$ cat config.mk
export PLATFORM = sky130hd
export DESIGN_NAME = gbfs_ctrl
export DESIGN_NICKNAME = d
export VERILOG_FILES = /design/src/sv/gbfs_pkg.sv /design/src/sv/gbfs_ctrl.sv
export SDC_FILE = /design/constraint.sdc
export NUM_CORES = 1
export LEC_CHECK = 0
export BUFFER_PORTS_ARGS = -buffer_cell sky130_fd_sc_hd__buf_4
export CAP_MARGIN = 20
export CORE_MARGIN = 2
export CORE_UTILIZATION = 47
export DETAILED_ROUTE_END_ITERATION = 10
export GPL_TIMING_DRIVEN = 1
export PLACE_DENSITY = 0.79
export SETUP_SLACK_MARGIN = 0.15
export SYNTH_ARGS = -nofsm -noshare
export SYNTH_HDL_FRONTEND = slang
export SYNTH_SLANG_ARGS = --single-unit
$ cat constraint.sdc
create_clock -name clk -period 1.95 [get_ports clk]
set_input_delay 0 -clock clk [delete_from_list [all_inputs] [get_ports clk]]
set_output_delay 0 -clock clk [all_outputs]
set_load 0.005 [all_outputs]
$ cat src/sv/gbfs_pkg.sv
`timescale 1ns / 1ps
// ----------------------------------------------------------------------------
// gbfs_pkg
// Sizes, types, codes and neighbor tables of the grid reachability search.
// ----------------------------------------------------------------------------
package gbfs_pkg;

  localparam int GRID_COLS = 128;
  localparam int GRID_ROWS = 128;
  localparam int CELLS     = GRID_COLS * GRID_ROWS;

  localparam int COL_W  = $clog2(GRID_COLS);
  localparam int ROW_W  = $clog2(GRID_ROWS);
  localparam int IDX_W  = $clog2(CELLS);
  localparam int QENT_W = COL_W + ROW_W;
  localparam int CR_W   = (COL_W > ROW_W) ? COL_W : ROW_W;
  localparam int DIM_W  = (CR_W + 1 > 8) ? CR_W + 1 : 8;

  localparam int CRD_W     = 7;
  localparam int CODE_W    = 8;
  localparam int EXB_W     = 5;
  localparam int CFG_W     = 8;
  localparam int REG_IDX_W = 3;

  // excluded area is a 4x4 block of cells
  localparam int BLOCK_SHIFT = 2;

  typedef logic [COL_W-1:0]     col_t;
  typedef logic [ROW_W-1:0]     row_t;
  typedef logic [IDX_W-1:0]     idx_t;
  typedef logic [IDX_W:0]       qptr_t;
  typedef logic [QENT_W-1:0]    qent_t;
  typedef logic [DIM_W-1:0]     dim_t;
  typedef logic [CRD_W-1:0]     crd_t;
  typedef logic [CODE_W-1:0]    code_t;
  typedef logic [EXB_W-1:0]     exb_t;
  typedef logic [CFG_W-1:0]     cfg_t;
  typedef logic [REG_IDX_W-1:0] reg_idx_t;
  typedef logic [3:0]           slot_t;
  typedef logic [1:0]           off_t;
  typedef logic [1:0]           rdsel_t;

  localparam reg_idx_t REG_GRID_WIDTH  = 3'd0;
  localparam reg_idx_t REG_GRID_HEIGHT = 3'd1;
  localparam reg_idx_t REG_WALL_CODE   = 3'd2;
  localparam reg_idx_t REG_BOX_CODE    = 3'd3;
  localparam reg_idx_t REG_BOMB_CODE   = 3'd4;

  localparam cfg_t RST_GRID_WIDTH  = 8'd128;
  localparam cfg_t RST_GRID_HEIGHT = 8'd128;
  localparam cfg_t RST_WALL_CODE   = 8'd1;
  localparam cfg_t RST_BOX_CODE    = 8'd2;
  localparam cfg_t RST_BOMB_CODE   = 8'd3;

  localparam logic CMD_WRITE  = 1'b0;
  localparam logic CMD_QUERY  = 1'b1;
  localparam logic KIND_WRITE = 1'b0;
  localparam logic KIND_QUERY = 1'b1;

  localparam rdsel_t RD_START = 2'd0;
  localparam rdsel_t RD_GOAL  = 2'd1;
  localparam rdsel_t RD_NBR   = 2'd2;

  localparam int NBR_SLOTS = 9;
  localparam int NBR_DIRS  = 8;

  // offsets stored as delta + 1
  localparam off_t DIR_OX [NBR_DIRS] = '{2'd0, 2'd0, 2'd0, 2'd1, 2'd1, 2'd2, 2'd2, 2'd2};
  localparam off_t DIR_OY [NBR_DIRS] = '{2'd0, 2'd1, 2'd2, 2'd0, 2'd2, 2'd0, 2'd1, 2'd2};
  localparam off_t SLOT_OX [NBR_SLOTS] =
    '{2'd0, 2'd1, 2'd2, 2'd0, 2'd1, 2'd2, 2'd0, 2'd1, 2'd2};
  localparam off_t SLOT_OY [NBR_SLOTS] =
    '{2'd0, 2'd0, 2'd0, 2'd1, 2'd1, 2'd1, 2'd2, 2'd2, 2'd2};

  localparam off_t OFF_MID = 2'd1;

  typedef struct packed {
    logic   in_ready;
    logic   occ_clr;
    logic   vis_clr;
    rdsel_t rd_sel;
    logic   cap_start;
    logic   seed;
    logic   pop;
    logic   load_cur;
    logic   nbr_issue;
    logic   eval;
    logic   respond;
    logic   res_kind;
    logic   res_reach;
    logic   cnt_clr;
    logic   cnt_inc;
  } cmd_t;

  typedef struct packed {
    logic req_valid;
    logic req_cmd;
    logic out_free;
    logic same;
    logic oob;
    logic start_blk;
    logic goal_blk;
    logic q_empty;
    logic hit;
    logic cnt_last_cell;
    logic cnt_nine;
    logic cnt_seven;
  } sts_t;

  function automatic idx_t cell_addr(col_t x, row_t y);
    return idx_t'(y) * idx_t'(GRID_COLS) + idx_t'(x);
  endfunction

  function automatic slot_t slot_of(off_t ox, off_t oy);
    return 4'(oy) * 4'd3 + 4'(ox);
  endfunction

endpackage

$ cat src/sv/gbfs_ctrl.sv
`timescale 1ns / 1ps
// ----------------------------------------------------------------------------
// gbfs_ctrl
// Sequencer: reset sweep, query checks, visited clear, queue walk.
// ----------------------------------------------------------------------------
module gbfs_ctrl (
  input  logic           clk,
  input  logic           rst,
  input  gbfs_pkg::sts_t sts,
  output gbfs_pkg::cmd_t cmd
);

  localparam logic [3:0] S_INIT  = 4'd0;
  localparam logic [3:0] S_IDLE  = 4'd1;
  localparam logic [3:0] S_QCHK  = 4'd2;
  localparam logic [3:0] S_RDG   = 4'd3;
  localparam logic [3:0] S_BCHK  = 4'd4;
  localparam logic [3:0] S_CLR   = 4'd5;
  localparam logic [3:0] S_SEED  = 4'd6;
  localparam logic [3:0] S_POP   = 4'd7;
  localparam logic [3:0] S_FETCH = 4'd8;
  localparam logic [3:0] S_LOAD  = 4'd9;
  localparam logic [3:0] S_EVAL  = 4'd10;
  localparam logic [3:0] S_RESP  = 4'd11;

  logic [3:0] state, state_next;
  logic       res_kind, res_kind_next;
  logic       res_reach, res_reach_next;

  always_ff @(posedge clk) begin
    if (rst) begin
      state <= S_INIT;
    end else begin
      state <= state_next;
    end
    res_kind  <= res_kind_next;
    res_reach <= res_reach_next;
  end

  always_comb begin
    cmd            = '0;
    cmd.rd_sel     = gbfs_pkg::RD_NBR;
    cmd.res_kind   = res_kind;
    cmd.res_reach  = res_reach;
    state_next     = state;
    res_kind_next  = res_kind;
    res_reach_next = res_reach;
    case (state)
      S_INIT: begin
        cmd.occ_clr = 1'b1;
        cmd.vis_clr = 1'b1;
        cmd.cnt_inc = 1'b1;
        if (sts.cnt_last_cell) begin
          state_next = S_IDLE;
        end
      end
      S_IDLE: begin
        cmd.in_ready = 1'b1;
        if (sts.req_valid) begin
          if (sts.req_cmd == gbfs_pkg::CMD_WRITE) begin
            res_kind_next  = gbfs_pkg::KIND_WRITE;
            res_reach_next = 1'b0;
            state_next     = S_RESP;
          end else begin
            state_next = S_QCHK;
          end
        end
      end
      S_QCHK: begin
        res_kind_next = gbfs_pkg::KIND_QUERY;
        if (sts.same) begin
          res_reach_next = 1'b1;
          state_next     = S_RESP;
        end else if (sts.oob) begin
          res_reach_next = 1'b0;
          state_next     = S_RESP;
        end else begin
          cmd.rd_sel = gbfs_pkg::RD_START;
          state_next = S_RDG;
        end
      end
      S_RDG: begin
        cmd.rd_sel    = gbfs_pkg::RD_GOAL;
        cmd.cap_start = 1'b1;
        state_next    = S_BCHK;
      end
      S_BCHK: begin
        if (sts.start_blk || sts.goal_blk) begin
          res_reach_next = 1'b0;
          state_next     = S_RESP;
        end else begin
          cmd.cnt_clr = 1'b1;
          state_next  = S_CLR;
        end
      end
      S_CLR: begin
        cmd.vis_clr = 1'b1;
        cmd.cnt_inc = 1'b1;
        if (sts.cnt_last_cell) begin
          state_next = S_SEED;
        end
      end
      S_SEED: begin
        cmd.seed   = 1'b1;
        state_next = S_POP;
      end
      S_POP: begin
        if (sts.q_empty) begin
          res_reach_next = 1'b0;
          state_next     = S_RESP;
        end else begin
          cmd.pop    = 1'b1;
          state_next = S_FETCH;
        end
      end
      S_FETCH: begin
        cmd.load_cur = 1'b1;
        cmd.cnt_clr  = 1'b1;
        state_next   = S_LOAD;
      end
      S_LOAD: begin
        // nine reads of the 3x3 window, data lands in the next cycle
        if (sts.cnt_nine) begin
          cmd.cnt_clr = 1'b1;
          state_next  = S_EVAL;
        end else begin
          cmd.nbr_issue = 1'b1;
          cmd.cnt_inc   = 1'b1;
        end
      end
      S_EVAL: begin
        cmd.eval    = 1'b1;
        cmd.cnt_inc = 1'b1;
        if (sts.hit) begin
          res_reach_next = 1'b1;
          state_next     = S_RESP;
        end else if (sts.cnt_seven) begin
          state_next = S_POP;
        end
      end
      S_RESP: begin
        if (sts.out_free) begin
          cmd.respond = 1'b1;
          state_next  = S_IDLE;
        end
      end
      default: begin
        state_next = S_INIT;
      end
    endcase
  end

endmodule

=== Yosys cells after proc, flatten, opt, wreduce, memory -nomap -nowiden ===
Index checks and enable logic that the tools add are counted.

* Bits in registers: 6
* Latch bits: 0
* Memory bits (writable): 0
* Memory bits (read-only): 0
* Output and inout bits: 16
* Word-level logic and storage cells: 76
* Memories: 0

* Add/subtract/negate cells: 0
* Multiply operators: 0
* Div/mod/pow operators: 0
* $lt $le $gt $ge: 0
* Equality and inequality tests: 22
* Shift-type cells: 0
* Muxes and demuxes: 42
* Bitwise gates (word level): 0
* Reduce and logical (&&, ||, !) cells: 9

{| class="wikitable"
|+ Operators by type and width
! kind !! number
|-
| $pmux W4 S12 || 1
|-
| $mux W4 || 11
|-
| $mux W1 || 22
|-
| $ne A2 B2 Y1 const B || 9
|-
| $eq A4 B3 Y1 const B || 4
|-
| $eq A4 B4 Y1 const B || 4
|-
| $eq A4 B2 Y1 const B || 2
|-
| $reduce_and A7 Y1 || 1
|-
| $mux W2 || 3
|-
| $ne A3 B3 Y1 const B || 2
|-
| $reduce_and A6 Y1 || 1
|-
| $pmux W1 S5 || 1
|-
| $reduce_bool A5 Y1 || 1
|-
| $eq A4 B1 Y1 const B || 1
|-
| $logic_not A4 Y1 || 1
|-
| $pmux W1 S2 || 2
|-
| $pmux W2 S2 || 1
|-
| $pmux W1 S3 || 1
|-
| $reduce_and A3 Y1 || 1
|-
| $reduce_or A3 Y1 || 1
|-
| $reduce_bool A2 Y1 || 1
|-
| $reduce_or A2 Y1 || 1
|-
| $logic_or A1 B1 Y1 || 1
|}

=== Logic depth before layout (Yosys ltp) ===
Gate-level depths: netlist (run 1).

* Depth in word-level cells: 3
* Gate-level depth with buffers: 6
* Depth with buffers taken out: 5

=== Worst setup path before layout (run 1) ===
Ideal clock, no wire load.

* Path kind: register to register
* Start: register state[1]
* End: register res_reach, enable pin
* Data arrival time: 1.188 ns
* Data required time: 1.631 ns
* Path slack: 0.443 ns
* Stages on the path, launching flop included: 5
* Buffers on the path: 2
* Clock period less this slack: 1.507 ns
* Path through: dfxtp_1 -> buf_2 -> clkbuf_1 -> nand3_1 -> a211oi_1

* Cells in the longest elaborated chain, start to end: 3
* Elaborated cells between the ends (all ways): 13

{| class="wikitable"
|+ Ends and longest elaborated chain
! item !! line !! source
|-
| from (decl) || gbfs_ctrl.sv:26 || <nowiki>logic [3:0] state, state_next;</nowiki>
|-
| from (signal assigned) || gbfs_ctrl.sv:34 || <nowiki>state <= state_next;</nowiki>
|-
| $eq A4 B2 Y1, or another cell as far along || gbfs_ctrl.sv:48 || <nowiki>case (state)</nowiki>
|-
| $ne A3 B3 Y1 (no line), or another cell as far along || -- ||
|-
| $reduce_and A7 Y1 (no line) (*) || -- ||
|-
| to (signal assigned) || gbfs_ctrl.sv:37 || <nowiki>res_reach <= res_reach_next;</nowiki>
|-
| to (decl) || gbfs_ctrl.sv:28 || <nowiki>logic res_reach, res_reach_next;</nowiki>
|}

Mark *: on every way between the ends. The rest lies on a longest branch, timed or not.
A chain may end at the register's enable or synchronous reset.

=== Final worst setup path (run 1) ===
* Start: register state[2]
* End: register res_reach, enable pin

Same word-level chain as after synthesis.

==> qor.txt, run 1 <==
synthesized area - 733 sq um
path type of the worst setup path - flop to flop
DRC Markers - 0
CTS Buffer Depth - 2
Die Span Y - 43.5 um
wire per inst - 13.2 um
Die ar. - 1890 sq um
# port buffers - 29
Finished Layout Cells - 143
smallest hold slack - 0.0214 ns
Iter 0 DRT Violations - 22
clock power share - 10.3%
met3 WL post-DR - 146 um
M1 wire length - 831 um
final setup margin - 0.287 ns
Int Pwr - 0.725 mW
H-tree levels - 1
nets@finish - 142
Crit Path Max Fanout - 13
Worst Path Required - 1.89 ns
outcome - finished clean
largest net degree at the start of global routing - 22
HPWL after DPL - 1450 um
Final TNS setup - 0 ns
arrival time at the worst endpoint - 1.60 ns
leakage - 0.419 nW
Post-Route Utilization - 65.1%
minimum clock period - 1.66 ns
Setup Skew - 0.0108 ns
Post-synth ARST share - 0%
top sig layer - met4
pre-CTS setup slack - 0.291 ns
clock sink count - 6
initial antenna violation count - 0
global-route wire length before repair - 3130 um
Routed Antenna Nets - 0
Comb pwr share - 70.4%
Fill cells - 137
Inst Count DP - 138
layout cells sized above 1 - 34.6%
Worst Max-Slew Pin Slew - 0.375 ns
EDFF count, synth - 2
Achievable Freq - 601 MHz
drt pass-1 iters - 4
Rows - 14
I/O Pins - 30
via-per-instance ratio - 5.92
Routed WL - 1890 um
sequential power share - 19.3%
Setup Viol. Count Final - 0
Initial Utilization - 49.2%
Slew Limit Fails - 0
area of placed instances - 932 sq um
Final Cell Area - 970 sq um
Post-Synthesis Net Count - 113
sequential share of the synthesized area - 19.1%
NetSw - 0.556 mW
Placeable Area - 1490 sq um
Yosys reg bits - 6
VDD IR-drop max - 0.000848 V
GPL Wtd Cong - 0.922
fin crit share - 85.3%
GRT Total Usage - 21.6%
via count - 847
GRT Residual Overflow - 0
Skew-Pair Late Insertion Delay - 0.26 ns
met2 WL - 903 um
type of the worst min-delay path - primary input to flop
CP Capture Type - flop
Worst setup SP type - flop
max-cap violations - 0
clk root buf - clkbuf_4
area delta synth->final - 32.3%
postcts setup bufs - 0
Post-Syn Instances - 99
vias in the first global route - 718
max_slew headroom - 75.0%
CTS Buf Count - 3
antenna cells - 0
distinct cell type count after synthesis - 45
final hold viol count - 0
CTS tree - yes
top_reg_cell synth - dfxtp_1
Pwr per Cell Area - 1320 nW/um^2
clk slew on worst S/H paths - 0.06 ns
YS warnings - 0
RSZ-0062 raised after global routing - no
mean area per synthesized cell - 7.41 sq um
die extent in x - 43.5 um
overall power - 1.28 mW
switch share - 43.4%
registers in the layout, summed over array words and instances (netlist names):
name	cells
res_reach	1
state	4
res_kind	1
Yosys cell counts (2+ instances only):
master / instances / area share (%)
nor4_1: 2 / 1.7
nand2_1: 5 / 2.6
inv_1: 7 / 3.6
nand3_1: 2 / 1.4
buf_6: 2 / 3.1
nor3_1: 7 / 4.8
a211oi_1: 2 / 2.0
nand2b_1: 7 / 6.0
o21ai_0: 5 / 3.4
a21oi_1: 5 / 3.4
edfxtp_1: 2 / 8.2
dfxtp_1: 4 / 11
buf_4: 4 / 4.1
buf_2: 4 / 2.7
nor2_1: 9 / 4.6
a211o_1: 2 / 2.4
o21a_1: 2 / 2.0
final cells by class:
type / instances / area, sq um / area share [%]
flip-flops and latches: 6 / 141 / 14.6
repair buffers: 35 / 265 / 27.4
inverters: 7 / 26.3 / 2.71
well taps: 16 / 20.0 / 2.06
clock buffers: 4 / 26.3 / 2.71
multi-input cells: 75 / 490 / 50.6
power groups by stage:
stage / Clock [mW] / Combinational, mW / Sequential (mW)
floorplan: 0 / 0.645 / 0.218
global placement: 0 / 0.888 / 0.244
detailed placement: 0 / 0.894 / 0.245
CTS: 0.134 / 0.901 / 0.244
global route: 0.142 / 0.994 / 0.256
finish: 0.132 / 0.902 / 0.248
routing by layer:
metal,track usage [%],vias up
met4,4.85,0
li1,-,425
met5,0,-
met1,30.2,388
met3,5.83,2
met2,33.4,32
worst max-delay path: stages (launching register included):
cell,delay [ns]
dfxtp_1,0.54
nand2b_1,0.30
nor3_1,0.09
a22o_1,0.20
a211oi_1,0.23
worst paths after layout:
path,start,endpoint,slack [ns],cells after the start
max,state[2],res_reach,0.29,4
min,sts[8],res_reach,0.02,3
max reg2reg,state[2],res_reach,0.29,4
min reg2reg,state[1],res_reach,0.67,2
timing repair:
| action | CTS | global route |
|---|---|---|
| endpoints found under the setup margin | 0 | 1 |
| hold buffers | 1 | 0 |
| endpoints found under the hold margin | 2 | 0 |
| resized for setup | 0 | 1 |
kinds of logic (layout without fill, tap and decap cells):
| group | Yosys count | after routing | share of synthesized area [%] |
|---|---|---|---|
| AOI/OAI and AO/OA | 31 | 31 | 32.8 |
| muxes | 1 | 1 | 1.54 |
| DFF | 6 | 6 | 19.1 |
| and+or+nand+nor | 42 | 42 | 31.4 |
| buffers and inverters | 18 | 46 | 14.0 |
| xor gates and xnor gates | 1 | 1 | 1.19 |
placed cells by master, fill, tap and decap left out, types with 2 or more instances in the layout:
cell | Yosys | routed
edfxtp_1 | 2 | 2
nor3_1 | 7 | 7
nand3_1 | 2 | 2
nand2_1 | 5 | 5
a21oi_1 | 5 | 5
o21ai_0 | 5 | 5
buf_4 | 4 | 34
inv_1 | 7 | 7
nor2_1 | 9 | 9
nor4_1 | 2 | 2
a211o_1 | 2 | 2
a211oi_1 | 2 | 2
dfxtp_1 | 4 | 3
o21a_1 | 2 | 2
nand2b_1 | 7 | 7
clkbuf_4 | 0 | 3
No activity file was read; power rests on OpenSTA's default activity.
==> run 2, diff against run 1 <==
- ABC_AREA: default -> 1
- CAP_MARGIN: 20 -> 15
- CORE_UTILIZATION: 47 -> 46
==> run 2 against run 1 <==
Synthesized area down 4.1%. Combinational power down 17%. Fmax up 2.0%. Die area down 1.8%. Critical path type unchanged. Sequential share of layout area up 0.21 points. Clock power about the same. Critical endpoint unchanged. Via count up 3.4%. Worst setup slack better by 0.033 ns. Cell count up 20%. First-iteration DRC count up 18%. Clock skew up 0.0051 ns. Final area down 2.3%.
==> qor.txt, run 2 <==
via-per-instance ratio - 5.09 (-14%)
fin crit share - 83.6% (-1.7 points)
CTS Buffer Depth - 2 (unchanged)
Worst Path Required - 1.97 ns (+0.08 ns)
sequential share of the synthesized area - 19.9% (+0.82 points)
initial antenna violation count - 0 (unchanged)
largest registers - state: 4 flops, res_kind: 1 flops, res_reach: 1 flops
met3 WL post-DR - 167 um (+14%)
die extent in x - 43.1 um (-0.92%)
GRT Total Usage - 23.4% (+1.7 points)
EDFF count, synth - 2 (unchanged)
Crit Path Max Fanout - 8 (-5)
Worst Max-Slew Pin Slew - 0.382 ns (+0.00683 ns)
Yosys reg bits - 6 (unchanged)
max_slew headroom - 74.5% (-0.46 points)
I/O Pins - 30 (unchanged)
synth top area cells - nand2_1 21%, dfxtp_1 11%, inv_1 11%, edfxtp_1 8.5%, nand3_1 7.8%
Achievable Freq - 613 MHz (+2.0%)
RSZ-0062 raised after global routing - no
most frequent cells in the layout - 40 x nand2_1, 29 x buf_4, 20 x inv_1
path type of the worst setup path - flop to flop
smallest hold slack - 0.0407 ns (+0.0193 ns)
met2 WL - 1010 um (+11%)
global-route wire length before repair - 3240 um (+3.6%)
HPWL after DPL - 1620 um (+12%)
Setup Skew - 0.0159 ns (+0.00509 ns)
Slew Limit Fails - 0 (unchanged)
CTS Buf Count - 3 (unchanged)
VDD IR-drop max - 0.000689 V (-19%)
mean area per synthesized cell - 5.58 sq um (-25%)
M1 wire length - 801 um (-3.6%)
clk slew on worst S/H paths - 0.06 ns (about the same)
CP Depth - 7 (+3)
Post-Synthesis Net Count - 140 (+24%)
H-tree levels - 1 (unchanged)
type of the worst min-delay path - primary input to flop
Slowest-stage cell, CP - dfxtp_1
via count - 876 (+3.4%)
CP Buf/Inv Count - 2 (+2)
antenna cells - 0 (unchanged)
Iter 0 DRT Violations - 26 (+18%)
r2r startpoint - state[1]
delay of the slowest critical-path stage - 0.55 ns (about the same)
Setup Viol. Count Final - 0 (unchanged)
layout cells sized above 1 - 29.5% (-5.2 points)
nets@finish - 171 (+20%)
Die ar. - 1860 sq um (-1.8%)
Rows - 14 (unchanged)
Register-to-Register Path Depth - 7 (+3)
minimum clock period - 1.63 ns (-0.0326 ns)
clk root buf - clkbuf_4
DRC Markers - 0 (unchanged)
GPL Wtd Cong - 0.907 (-1.7%)
# port buffers - 29 (unchanged)
postcts setup bufs - 0 (unchanged)
Post-synth ARST share - 0% (unchanged)
R2R setup slack - 0.32 ns (+0.03 ns)
count leader, synth - nand2_1
Critical Path Start - state[1]
Synth top area share - 21.4% (+10 points)
Die Span Y - 43.1 um (-0.92%)
drt pass-1 iters - 5 (+1)
Worst setup SP type - flop
CP Capture Type - flop
synthesized area - 703 sq um (-4.1%)
largest reg by FF count - state
final hold viol count - 0 (unchanged)
distinct cell type count after synthesis - 19 (-58%)
CTS tree - yes
top_reg_cell synth - dfxtp_1
commonest non-fill, non-tap cell in the layout - nand2_1
GRT Residual Overflow - 0 (unchanged)
arrival time at the worst endpoint - 1.65 ns (+0.05 ns)
Routed Antenna Nets - 0 (unchanged)
largest net degree at the start of global routing - 10 (-55%)
max reg flops - 4 (unchanged)
Skew-Pair Late Insertion Delay - 0.26 ns (about the same)
Post-Syn Instances - 126 (+27%)
cells along the critical path - nand2_1 > inv_1 > nand2_1 > nor2_1 > inv_1 > nand4_1 > a21oi_1
Final TNS setup - 0 ns (unchanged)
Routed WL - 1980 um (+4.6%)
top sig layer - met3
post-synth top area cell - nand2_1
vias in the first global route - 786 (+9.5%)
area delta synth->final - 34.7%
Reg2Reg Capture Point - res_reach
Critical Path End - res_reach
max-cap violations - 0 (unchanged)
Placeable Area - 1470 sq um (-1.2%)
most frequent cells after synthesis - 40 x nand2_1, 20 x inv_1, 14 x nor2_1
Initial Utilization - 47.8% (-1.5 points)
outcome - finished clean
wire per inst - 11.5 um (-13%)
leakage - 0.566 nW (+35%)
Crit path max-delay family - flip-flops
clock sink count - 6 (unchanged)
YS warnings - 0 (unchanged)
Pwr per Cell Area - 1180 nW/um^2 (-11%)
==> run 2: metal layers <==
layer  global-route usage [%]  vias up
li1                         -      453
met1                     27.6      384
met2                     42.1       39
met3                     7.66        0
met4                     1.82        0
met5                        0        -
==> run 2: logic make-up (layout without fill, tap and decap cells) <==
kind of cell	Yosys count	after routing	synth area share [%]
AO/OA/AOI/OAI	11	11	7.83
buffers and inverters	28	58	17.1
flip-flops	6	6	19.9
AND/OR/NAND/NOR	81	81	55.2
==> run 2: stage by stage <==
step                      total power [mW]  instance area [sq um]  setup WS [ns]  std cells  utilization [%]
final                                 1.12                    947          0.320        172             64.4
after CTS                             1.12                    947          0.365        172             64.4
after global routing                  1.22                    947          0.202        172             64.4
after detailed placement             0.981                    911          0.378        167             61.9
after floorplan                      0.723                    703          0.642        126                -
after global placement               0.962                    911          0.409        167             61.9
==> run 2: how the worst min path moves through the flow <==
stage	from	to	depth (start not counted)	slack [ns]
after global routing	sts[8]	res_reach	3	0.03
after CTS	sts[8]	res_reach	3	0.04
after detailed placement	rst	state[1]	2	0.19
after global placement	rst	state[1]	2	0.19
after floorplan	sts[4]	cmd[8]	1	0.04
final	sts[8]	res_reach	3	0.04
==> run 2: worst min-delay path, delay by kind of cell <==
family,cells,cell delay (ns)
simple gates,2,0.10
buf+inv,1,0.09
==> run 2: power by group <==
group / total [mW] / internal (mW) / switching [mW]
combinational: 0.746 / 0.307 / 0.439
clock: 0.131 / 0.0780 / 0.0533
sequential: 0.238 / 0.185 / 0.0530
total: 1.12 / 0.571 / 0.545
==> run 2: cell type report <==
| type | instances | area, sq um |
|---|---|---|
| fill | 147 | 524 |
| multi-input combinational | 92 | 443 |
| inverter | 24 | 90.1 |
| sequential | 6 | 140 |
| timing repair buffer | 30 | 228 |
| clock buffer | 4 | 26.3 |
| tap | 16 | 20.0 |
==> run 2: what timing repair did <==
item	in CTS	in global routing
hold endpoints to repair	4	0
resized for setup	0	0
hold buffers	1	0
==> run 3, diff against run 2 <==
- clock period: 1.95 -> 1.5 ns (I/O delays scaled with it)
==> run 3 against run 2 <==
Non-clock buffer count rose by 7. Sequential power rose by 44%. Fmax increased by 23%. Register-to-register slack lost 0.15 ns. Largest power group unchanged. Clock power increased by 31%. Hold slack worse by 0.013 ns. Largest cell class unchanged. Sequential cell count unchanged. Wire length rose by 7.6%. Worst setup slack got worse by 0.15 ns. Sequential share of layout area is 0.086 points lower. Clock skew shrank 0.00081 ns. Combinational power is 55% higher. Highest routed layer is now met4.
==> qor.txt, run 3 (synthesis results as in run 2) <==
fin crit share - 88.5% (+4.9 points)
CP Capture Type - flop
wire per inst - 11.9 um (+3.4%)
GPL Wtd Cong - 0.941 (+3.8%)
overall power - 1.68 mW (+50%)
vias in the first global route - 836 (+6.4%)
Final TNS setup - 0 ns (unchanged)
antenna cells - 0 (unchanged)
Post-Route Utilization - 71.7% (+7.3 points)
final hold viol count - 0 (unchanged)
path type of the worst setup path - flop to flop
Worst Path Required - 1.47 ns (-0.50 ns)
Slew Limit Fails - 0 (unchanged)
largest net degree at the start of global routing - 10 (unchanged)
# port buffers - 29 (unchanged)
leakage - 0.605 nW (+6.9%)
minimum clock period - 1.33 ns (-0.302 ns)
die extent in x - 43.1 um (unchanged)
CTS Buf Count - 3 (unchanged)
Placeable Area - 1470 sq um (unchanged)
area delta synth->final - 50.0%
DRC Markers - 0 (unchanged)
largest registers - state: 4 flops, res_kind: 1 flops, res_reach: 1 flops
Worst Max-Slew Pin Slew - 0.208 ns (-0.175 ns)
Routed WL - 2130 um (+7.6%)
via-per-instance ratio - 5.09 (about the same)
VDD IR-drop max - 0.00108 V (+57%)
Setup Viol. Count Final - 0 (unchanged)
area of placed instances - 948 sq um (+4.1%)
Sequential Area - 155 sq um (+11%)
max reg flops - 4 (unchanged)
max-cap violations - 0 (unchanged)
CTS Buffer Depth - 2 (unchanged)
via count - 912 (+4.1%)
nets@finish - 178 (+4.1%)
Hold Crit Depth - 3 (unchanged)
Skew-Pair Late Insertion Delay - 0.26 ns (about the same)
Iter 0 DRT Violations - 30 (+15%)
Fill cells - 128 (-13%)
Die Span Y - 43.1 um (unchanged)
arrival time at the worst endpoint - 1.30 ns (-0.35 ns)
clk root buf - clkbuf_4
initial antenna violation count - 0 (unchanged)
GRT Residual Overflow - 0 (unchanged)
Achievable Freq - 753 MHz (+23%)
drt pass-1 iters - 4 (-1)
commonest non-fill, non-tap cell in the layout - nand2_1
largest reg by FF count - state
Worst setup SP type - flop
most frequent cells in the layout - 38 x nand2_1, 35 x buf_4, 18 x inv_1
Crit Path Max Fanout - 7 (-1)
clk slew on worst S/H paths - 0.06 ns (about the same)
layout cells sized above 1 - 40.5% (+11 points)
Inst Count DP - 172 (+3.0%)
Finished Layout Cells - 179 (+4.1%)
I/O Pins - 30 (unchanged)
type of the worst min-delay path - primary input to flop
max_slew headroom - 86.1% (+12 points)
HPWL after DPL - 1680 um (+3.6%)
Setup Skew - 0.0151 ns (-0.000805 ns)
Final Cell Area - 1050 sq um (+11%)
Rows - 14 (unchanged)
H-tree levels - 1 (unchanged)
RSZ-0062 raised after global routing - yes
Pwr per Cell Area - 1590 nW/um^2 (+35%)
GRT Total Usage - 24.0% (+0.67 points)
Initial Utilization - 47.8% (unchanged)
Routed Antenna Nets - 0 (unchanged)
multi-input logic area - 477 sq um (+7.6%)
outcome - finished clean
global-route wire length before repair - 3390 um (+4.9%)
Register-to-Register Path Depth - 7 (unchanged)
Die ar. - 1860 sq um (unchanged)
clock sink count - 6 (unchanged)
CTS tree - yes
==> run 3: what timing repair did <==
item | CTS | global route
hold buffers | 1 | 0
gates resized for setup | 5 | 19
pin swaps | 1 | 4
hold endpoints to repair | 4 | 0
setup buffers | 1 | 1
endpoints found under the setup margin | 12 | 13
==> run 3: critical path, cell delays in order (launching register included) <==
cell and delay [ns]:
dfxtp_4 0.36, inv_2 0.10, nor2_4 0.07, nand2_1 0.07, inv_1 0.06, o21ai_1 0.13
nand4_1 0.15, a21oi_2 0.13
==> run 3: path summary, 6_finish.rpt <==
| check | startpoint | endpoint | slack, ns |
|---|---|---|---|
| setup reg to reg | state[0] | res_reach | 0.17 |
| hold / removal | sts[8] | res_reach | 0.03 |
| setup / recovery | state[0] | res_reach | 0.17 |
| hold reg to reg | state[0] | state[0] | 0.51 |
==> run 3: stage by stage <==
| step | setup WS (ns) | hold slack (ns) |
|---|---|---|
| after floorplan | 0.192 | 0.0385 |
| after global placement | 0.0798 | 0.188 |
| after detailed placement | 0.0792 | 0.189 |
| after CTS | 0.100 | 0.0244 |
| after global routing | 0.0894 | 0.0533 |
| final | 0.172 | 0.0273 |
==> run 3: power breakdown <==
part	switching [mW]	internal (mW)	leakage (nW)
logic	0.634	0.528	0.536
clock network	0.0704	0.102	0.0150
registers	0.0838	0.258	0.0549
==> run 3: final cells by class <==
| cell class | instances | area share [%] |
|---|---|---|
| multi-input combinational | 92 | 45.2 |
| timing repair buffer | 37 | 26.9 |
| sequential | 6 | 14.7 |
| inverter | 24 | 8.78 |
| clock buffer | 4 | 2.49 |
| tap | 16 | 1.90 |
==> run 3: layer usage <==
layer  global-route usage [%]  wire [um]  part of all wire [%]  vias to the layer above
li1                         -          -                     -                      463
met1                     28.4        865                    41                      409
met2                     41.2       1100                    52                       38
met3                     6.81        146                   6.9                        2
met4                     7.88         18                  0.85                        0
met5                        0          0                     0                        -
